$ cat src/hw/rtl/ita_pkg.sv
package ita_pkg;

   typedef struct packed {
      logic [1:0]  req_type;
      logic [31:0] value;
   } ita_req_word_type;

   typedef struct packed {
      logic [6:0] text_char;
      logic       last;
      logic [3:0] char_count;
   } ita_rsp_word_type;

   localparam logic [1:0] FMT_UDEC = 2'd0;
   localparam logic [1:0] FMT_SDEC = 2'd1;
   localparam logic [1:0] FMT_HEXU = 2'd2;
   localparam logic [1:0] FMT_HEXL = 2'd3;

   localparam logic [6:0] CHAR_ZERO    = 7'd48;
   localparam logic [6:0] CHAR_UPPER_A = 7'd65;
   localparam logic [6:0] CHAR_LOWER_A = 7'd97;
   localparam logic [6:0] CHAR_MINUS   = 7'd45;
   localparam logic [6:0] DEC_RADIX    = 7'd10;

   localparam int COUNT_W = 5;

   typedef enum logic [1:0] {
      ST_IDLE,
      ST_CONV,
      ST_COUNT,
      ST_EMIT
   } ita_state_type;

   typedef struct packed {
      logic load;
      logic step;
      logic count;
      logic emit;
   } ita_cmd_type;

   typedef struct packed {
      logic req_hex;
      logic conv_done;
      logic sign_pend;
      logic ptr_zero;
      logic out_free;
   } ita_status_type;

endpackage

$ cat src/hw/rtl/ita_ctrl.sv
module ita_ctrl (
   input  logic                    clock,
   input  logic                    reset,
   input  logic                    req_valid,
   output logic                    req_stall,
   input  ita_pkg::ita_status_type status,
   output ita_pkg::ita_cmd_type    cmd
);
   import ita_pkg::*;

   ita_state_type state_ff;
   ita_state_type state_in;

   always_ff @(posedge clock) begin
      if (reset) begin
         state_ff <= ST_IDLE;
      end else begin
         state_ff <= state_in;
      end
   end

   always_comb begin
      state_in = state_ff;
      unique case (state_ff)
         ST_IDLE: begin
            if (req_valid) begin
               state_in = status.req_hex ? ST_COUNT : ST_CONV;
            end
         end
         ST_CONV: begin
            if (status.conv_done) begin
               state_in = ST_COUNT;
            end
         end
         ST_COUNT: begin
            state_in = ST_EMIT;
         end
         ST_EMIT: begin
            if (status.out_free && !status.sign_pend && status.ptr_zero) begin
               state_in = ST_IDLE;
            end
         end
         default: begin
            state_in = ST_IDLE;
         end
      endcase
   end

   always_comb begin
      req_stall = (state_ff != ST_IDLE);
      cmd.load  = (state_ff == ST_IDLE) && req_valid;
      cmd.step  = (state_ff == ST_CONV);
      cmd.count = (state_ff == ST_COUNT);
      cmd.emit  = (state_ff == ST_EMIT) && status.out_free;
   end

endmodule

$ cat src/hw/rtl/ita_dp.sv
module ita_dp #(
   parameter int VALUE_WIDTH = 32
) (
   input  logic                      clock,
   input  logic                      reset,
   input  ita_pkg::ita_req_word_type req_data,
   input  ita_pkg::ita_cmd_type      cmd,
   output ita_pkg::ita_status_type   status,
   input  logic                      rsp_stall,
   output logic                      rsp_valid,
   output ita_pkg::ita_rsp_word_type rsp_data
);
   import ita_pkg::*;

   localparam int NDIG_DEC = (VALUE_WIDTH * 30103) / 100000 + 1;
   localparam int NDIG_HEX = (VALUE_WIDTH + 3) / 4;
   localparam int NDIG     = (NDIG_DEC > NDIG_HEX) ? NDIG_DEC : NDIG_HEX;
   localparam int PW       = $clog2(NDIG);
   localparam int BCW      = $clog2(VALUE_WIDTH + 1);

   logic [VALUE_WIDTH+31:0]  val_wide;
   logic [VALUE_WIDTH-1:0]   val;
   logic                     neg_load;
   logic [NDIG_HEX*4-1:0]    hex_ext;
   logic [NDIG-1:0][3:0]     hex_digits;
   logic [NDIG-1:0][3:0]     adj;
   logic [NDIG*4-1:0]        adj_flat;
   logic [PW:0]              nd;
   logic [3:0]               cur_digit;
   logic [6:0]               cur_char;

   logic [VALUE_WIDTH-1:0]   mag_ff, mag_in;
   logic [NDIG-1:0][3:0]     digits_ff, digits_in;
   logic [BCW-1:0]           bit_cnt_ff, bit_cnt_in;
   logic                     neg_ff, neg_in;
   logic                     lower_ff, lower_in;
   logic [PW-1:0]            ptr_ff, ptr_in;
   logic [COUNT_W-1:0]       total_ff, total_in;
   logic                     sign_pend_ff, sign_pend_in;
   logic                     rsp_valid_ff, rsp_valid_in;
   ita_rsp_word_type         rsp_ff, rsp_in;

   always_comb begin
      val_wide = {{VALUE_WIDTH{1'b0}}, req_data.value};
      val      = val_wide[VALUE_WIDTH-1:0];
      neg_load = (req_data.req_type == FMT_SDEC) && val[VALUE_WIDTH-1];
      hex_ext  = (NDIG_HEX*4)'(val);
      hex_digits = '0;
      for (int i = 0; i < NDIG_HEX; i++) begin
         hex_digits[i] = hex_ext[4*i +: 4];
      end
      for (int i = 0; i < NDIG; i++) begin
         adj[i] = (digits_ff[i] >= 4'd5) ? (digits_ff[i] + 4'd3) : digits_ff[i];
      end
      adj_flat = adj;
      nd = (PW+1)'(1);
      for (int i = 0; i < NDIG; i++) begin
         if (digits_ff[i] != 4'd0) begin
            nd = (PW+1)'(i + 1);
         end
      end
      cur_digit = digits_ff[ptr_ff];
      if (cur_digit > 4'd9) begin
         cur_char = (lower_ff ? CHAR_LOWER_A : CHAR_UPPER_A) + 7'(cur_digit) - DEC_RADIX;
      end else begin
         cur_char = CHAR_ZERO + 7'(cur_digit);
      end
   end

   always_comb begin
      mag_in       = mag_ff;
      digits_in    = digits_ff;
      bit_cnt_in   = bit_cnt_ff;
      neg_in       = neg_ff;
      lower_in     = lower_ff;
      ptr_in       = ptr_ff;
      total_in     = total_ff;
      sign_pend_in = sign_pend_ff;
      rsp_in       = rsp_ff;
      rsp_valid_in = rsp_valid_ff && rsp_stall;
      if (cmd.load) begin
         neg_in     = neg_load;
         lower_in   = (req_data.req_type == FMT_HEXL);
         mag_in     = neg_load ? (~val + VALUE_WIDTH'(1)) : val;
         bit_cnt_in = BCW'(VALUE_WIDTH);
         digits_in  = req_data.req_type[1] ? hex_digits : '0;
      end
      if (cmd.step) begin
         digits_in  = {adj_flat[NDIG*4-2:0], mag_ff[VALUE_WIDTH-1]};
         mag_in     = {mag_ff[VALUE_WIDTH-2:0], 1'b0};
         bit_cnt_in = bit_cnt_ff - BCW'(1);
      end
      if (cmd.count) begin
         ptr_in       = PW'(nd - (PW+1)'(1));
         total_in     = COUNT_W'(nd) + COUNT_W'(neg_ff);
         sign_pend_in = neg_ff;
      end
      if (cmd.emit) begin
         rsp_valid_in = 1'b1;
         if (sign_pend_ff) begin
            rsp_in.text_char = CHAR_MINUS;
            rsp_in.last      = 1'b0;
            rsp_in.char_count = 4'd0;
            sign_pend_in     = 1'b0;
         end else begin
            rsp_in.text_char  = cur_char;
            rsp_in.last       = (ptr_ff == '0);
            rsp_in.char_count = (ptr_ff == '0) ? total_ff[3:0] : 4'd0;
            ptr_in            = ptr_ff - PW'(1);
         end
      end
   end

   always_ff @(posedge clock) begin
      if (reset) begin
         rsp_valid_ff <= 1'b0;
      end else begin
         rsp_valid_ff <= rsp_valid_in;
      end
   end

   always_ff @(posedge clock) begin
      mag_ff       <= mag_in;
      digits_ff    <= digits_in;
      bit_cnt_ff   <= bit_cnt_in;
      neg_ff       <= neg_in;
      lower_ff     <= lower_in;
      ptr_ff       <= ptr_in;
      total_ff     <= total_in;
      sign_pend_ff <= sign_pend_in;
      rsp_ff       <= rsp_in;
   end

   always_comb begin
      status.req_hex   = req_data.req_type[1];
      status.conv_done = (bit_cnt_ff == BCW'(1));
      status.sign_pend = sign_pend_ff;
      status.ptr_zero  = (ptr_ff == '0);
      status.out_free  = !rsp_valid_ff || !rsp_stall;
   end

   assign rsp_valid = rsp_valid_ff;
   assign rsp_data  = rsp_ff;

endmodule

$ cat src/hw/rtl/integer_to_ascii_formatter_top.sv
// Channel   Direction  Handshake             Word
// req       in         req_valid/req_stall   req_data  (format, value)
// rsp       out        rsp_valid/rsp_stall   rsp_data  (character, last, count)
//
// A decimal word takes a load step, the shift-and-adjust steps of the binary-to-BCD
// converter and a digit-count step, then one character per cycle unless rsp stalls.
// A hex word skips the converter: load and digit-count steps, then characters as above.
// Reset clears the controller state and the output valid flag.
// A stall on rsp holds the output register; a new req word is taken once the last
// character of the previous word sits in the output register.
module integer_to_ascii_formatter_top #(
   parameter int VALUE_WIDTH = 32
) (
   input  logic                      clock,
   input  logic                      reset,
   input  logic                      req_valid,
   output logic                      req_stall,
   input  ita_pkg::ita_req_word_type req_data,
   output logic                      rsp_valid,
   input  logic                      rsp_stall,
   output ita_pkg::ita_rsp_word_type rsp_data
);
   import ita_pkg::*;

   ita_cmd_type    cmd;
   ita_status_type status;

   ita_ctrl u_ctrl (
      .clock     (clock),
      .reset     (reset),
      .req_valid (req_valid),
      .req_stall (req_stall),
      .status    (status),
      .cmd       (cmd)
   );

   ita_dp #(
      .VALUE_WIDTH (VALUE_WIDTH)
   ) u_dp (
      .clock     (clock),
      .reset     (reset),
      .req_data  (req_data),
      .cmd       (cmd),
      .status    (status),
      .rsp_stall (rsp_stall),
      .rsp_valid (rsp_valid),
      .rsp_data  (rsp_data)
   );

`ifndef NO_ASSERTIONS
   a_busy_after_accept: assert property (@(posedge clock) disable iff (reset)
      (req_valid && !req_stall) |=> req_stall)
      else $error("block accepted a word without going busy");

   a_count_only_on_last: assert property (@(posedge clock) disable iff (reset)
      (rsp_valid && !rsp_data.last) |-> (rsp_data.char_count == 4'd0))
      else $error("character count set on a character that is not last");

   a_last_has_count: assert property (@(posedge clock) disable iff (reset)
      (rsp_valid && rsp_data.last) |-> (rsp_data.char_count != 4'd0))
      else $error("last character carries a zero count");

   a_minus_not_last: assert property (@(posedge clock) disable iff (reset)
      (rsp_valid && (rsp_data.text_char == CHAR_MINUS)) |-> !rsp_data.last)
      else $error("minus sign marked as last character");
`endif

endmodule
$ cat config.mk
export PLATFORM = sky130hd
export DESIGN_NAME = integer_to_ascii_formatter_top
export DESIGN_NICKNAME = d
export VERILOG_FILES = /design/src/hw/rtl/ita_pkg.sv /design/src/hw/rtl/ita_ctrl.sv /design/src/hw/rtl/ita_dp.sv /design/src/hw/rtl/integer_to_ascii_formatter_top.sv
export SDC_FILE = /design/constraint.sdc
export NUM_CORES = 1
export LEC_CHECK = 0
export BUFFER_PORTS_ARGS = -buffer_cell sky130_fd_sc_hd__buf_2
export CAP_MARGIN = 0
export CORE_UTILIZATION = 37
export CTS_CLUSTER_SIZE = 20
export DETAILED_ROUTE_END_ITERATION = 8
export HOLD_SLACK_MARGIN = 0.03
export PLACE_DENSITY_LB_ADDON = 0.25
export SETUP_SLACK_MARGIN = 0.2
export SLEW_MARGIN = 20
export SYNTH_ARGS = -nofsm -noshare
export SYNTH_HDL_FRONTEND = slang
export SYNTH_HIERARCHICAL = 1
export SYNTH_SLANG_ARGS = --single-unit
$ cat constraint.sdc
create_clock -name clock -period 3.64 [get_ports clock]
set_clock_uncertainty 0.05 [all_clocks]
set_input_delay 0.364 -clock clock [delete_from_list [all_inputs] [get_ports clock]]
set_output_delay 0.364 -clock clock [all_outputs]
set_load 0.03 [all_outputs]
==> reports/metrics.yaml <==
status: "finished with violations"
violations: "design-rule violations"
htree_levels: 3
synth_flop_cell: "edfxtp_1"
synth_cells: 702
antenna_found_initial: 0
end_kind: "register"
synth_fp_nets: 778
ir_drop_mv: 0.367
die_x_um: 138
stdcell_count: 973
tns_ps: 0
dr.pass1.iters: 7
report.power.total_w: 0.00645
slew_violations: 0
ios: 52
ys_seq_area_frac: 0.442
hpwl_um: 11800
final_util: 0.424
rsz0062_at_grt: "no"
path_clk_slew_ps: 70
grt_max_degree: 80
post_cts_buffers: 0
slew_headroom: 0.449
via_per_inst: 5.38
portBuffers: 51
numCtsBuffers: 9
reg2reg_depth: 10
drive_gt1_frac: 0.133
place_inst: 957
clk_latency_ps: 350
core_um2: 18100
leakage_nw: 2.86
syn_avg_cell_area_um2: 9.78
ys_ff_latch: 104
required_ps: 3750
num_rows: 49
layout_min_cycle_time_ps: 2990
syn2layout_area_growth_pct: 11.8
grt_pass1_vias: 5144
regArea_um2: 3030
hold_viol: 0
antenna_cells: 0
grt_pass1_wl_um: 26400
n_fill_cell: 1715
clock_sinks: 104
ys_types: 59
min_path_cells: 2
max_freq_mhz: 335
drt_iter0_markers: 332
cts_hold_buffers: 0
fin_crit_sh: 0.821
drc: 8
synth-edff-count: 95
synth_area_um2: 6860
wl_per_cell_um: 16.5
routed_wl_um: 16000
worst_setup_path_start_kind: "register"
fp.dieH_um: 138
setup_viol: 0
overflow: 0
worst_slew_pin_slew_ps: 827
antenna_left: 0
critPathKind: "register to register"
nets: 815
num_vias: 5236
p_per_area_nw_per_um2: 840
clockBufferDepth: 2
grt_use_total: 0.173
dieArea_um2: 19100
cp_data_arrival_time_ps: 3100
min_path_type: "input port to register"
ys_warn_count: 6
multi_input_area_um2: 3540
async_flop_share: 0
critPathMaxFanout: 17
start_util: 0.380
cts_tree: "done"
drv_cap: 0
postCtsResizedCells: 0
gp_congestion: 0.881
cts_root_buffer: "clkbuf_16"
-- cell families (layout without fill, tap and decap cells) --
logic type / count (synthesis) / after routing / share of synthesized area
adders and majority gates: 38 / 38 / 0.0693
buffers and inverters: 78 / 120 / 0.0452
DFF: 104 / 104 / 0.442
xor gates and xnor gates: 47 / 47 / 0.0600
and+or+nand+nor: 239 / 239 / 0.175
AOI/OAI and AO/OA: 161 / 161 / 0.146
muxes: 35 / 35 / 0.0631
-- cells in the mapped netlist (11+ instances only) --
library cell / number / share of area
xor2_1: 29 / 0.037
edfxtp_1: 95 / 0.42
inv_1: 44 / 0.024
nor3b_1: 18 / 0.020
xnor2_1: 18 / 0.023
ha_1: 38 / 0.069
o31ai_1: 12 / 0.013
and2_1: 11 / 0.010
o21ai_0: 59 / 0.043
nor2_1: 36 / 0.020
clkbuf_1: 26 / 0.014
a21oi_1: 39 / 0.028
nand2b_1: 17 / 0.015
mux2i_1: 23 / 0.034
nand2_1: 102 / 0.056
-- cell usage in the layout (no fill, tap or decap), drive strengths merged, types with 5 or more instances in the layout --
master and count:
nand2b 17, nor2 36, clkbuf 9, nand2 102, buf 60, nand3 8
inv 45, xor2 29, nor3b 18, edfxtp 95, dfxtp 9, nor3 9
o41ai 7, xnor2 18, o21ai 63, mux2 6, mux4 6, and2 11
or3 5, mux2i 23, a21boi 5, ha 38, nand4 5, o31ai 12
nor4 7, a21oi 39, or4 5
-- sequential cells by signal, summed over array words and instances (netlist names) --
name	flops
u_dp/digits_ff	40
u_dp/mag_ff	32
u_dp/rsp_data	12
u_dp/bit_cnt_ff	6
u_dp/ptr_ff	4
u_dp/total_ff	4
u_ctrl/state_ff	2
u_dp/lower_ff	1
u_dp/neg_ff	1
u_dp/rsp_valid	1
u_dp/sign_pend_ff	1
-- critical path, stage by stage (launching register included) --
cell and delay [ps]:
dfxtp_1 710, mux4_2 400, a22oi_1 210, and2_1 210, inv_1 120, ha_1 200
nor2_1 140, a21oi_1 70, o21ai_0 250, a21oi_1 150, a311oi_1 280
-- metrics by stage --
| stage | area (µm²) | setup slack, ps | hold WS (ps) |
|---|---|---|---|
| 5_1_grt | 7670 | 383 | 180 |
| 3_3_place_gp | 7360 | 962 | 448 |
| 6_report | 7670 | 653 | 177 |
| 2_1_floorplan | 6860 | 1050 | 386 |
| 4_1_cts | 7670 | 681 | 169 |
| 3_5_place_dp | 7360 | 708 | 455 |
-- path summary, 6_finish.rpt --
kind                                startpoint               end  slack [ps]
worst min register to register  u_dp/rsp_valid    u_dp/rsp_valid         460
worst max register to register  u_dp/ptr_ff[2]  u_dp/rsp_data[6]         650
worst max-delay path            u_dp/ptr_ff[2]  u_dp/rsp_data[6]         650
worst min-delay path                     reset    u_dp/rsp_valid         180
-- power by group --
part / total (W) / switching, W / internal [W]
clock: 0.00106 / 0.000452 / 0.000603
sequential: 0.00253 / 0.000469 / 0.00206
combinational: 0.00286 / 0.00170 / 0.00116
-- layer usage --
layer | vias to the layer above | routed length (µm) | track usage
li1 | 2608 | - | -
met3 | 18 | 590 | 0.0329
met5 | - | 0 | 0
met1 | 2500 | 7710 | 0.230
met2 | 110 | 7530 | 0.283
met4 | 0 | 189 | 0.0568
-- area by class of cell --
| cell class | instances | share of cell area |
|---|---|---|
| multi-input cells | 520 | 0.461 |
| flip-flops and latches | 104 | 0.395 |
| repair buffers | 60 | 0.0437 |
| well taps | 229 | 0.0373 |
| clock buffers | 9 | 0.0293 |
| inverters | 44 | 0.0215 |
| clock inverters | 7 | 0.0122 |
(Power assumes the default switching activity.)
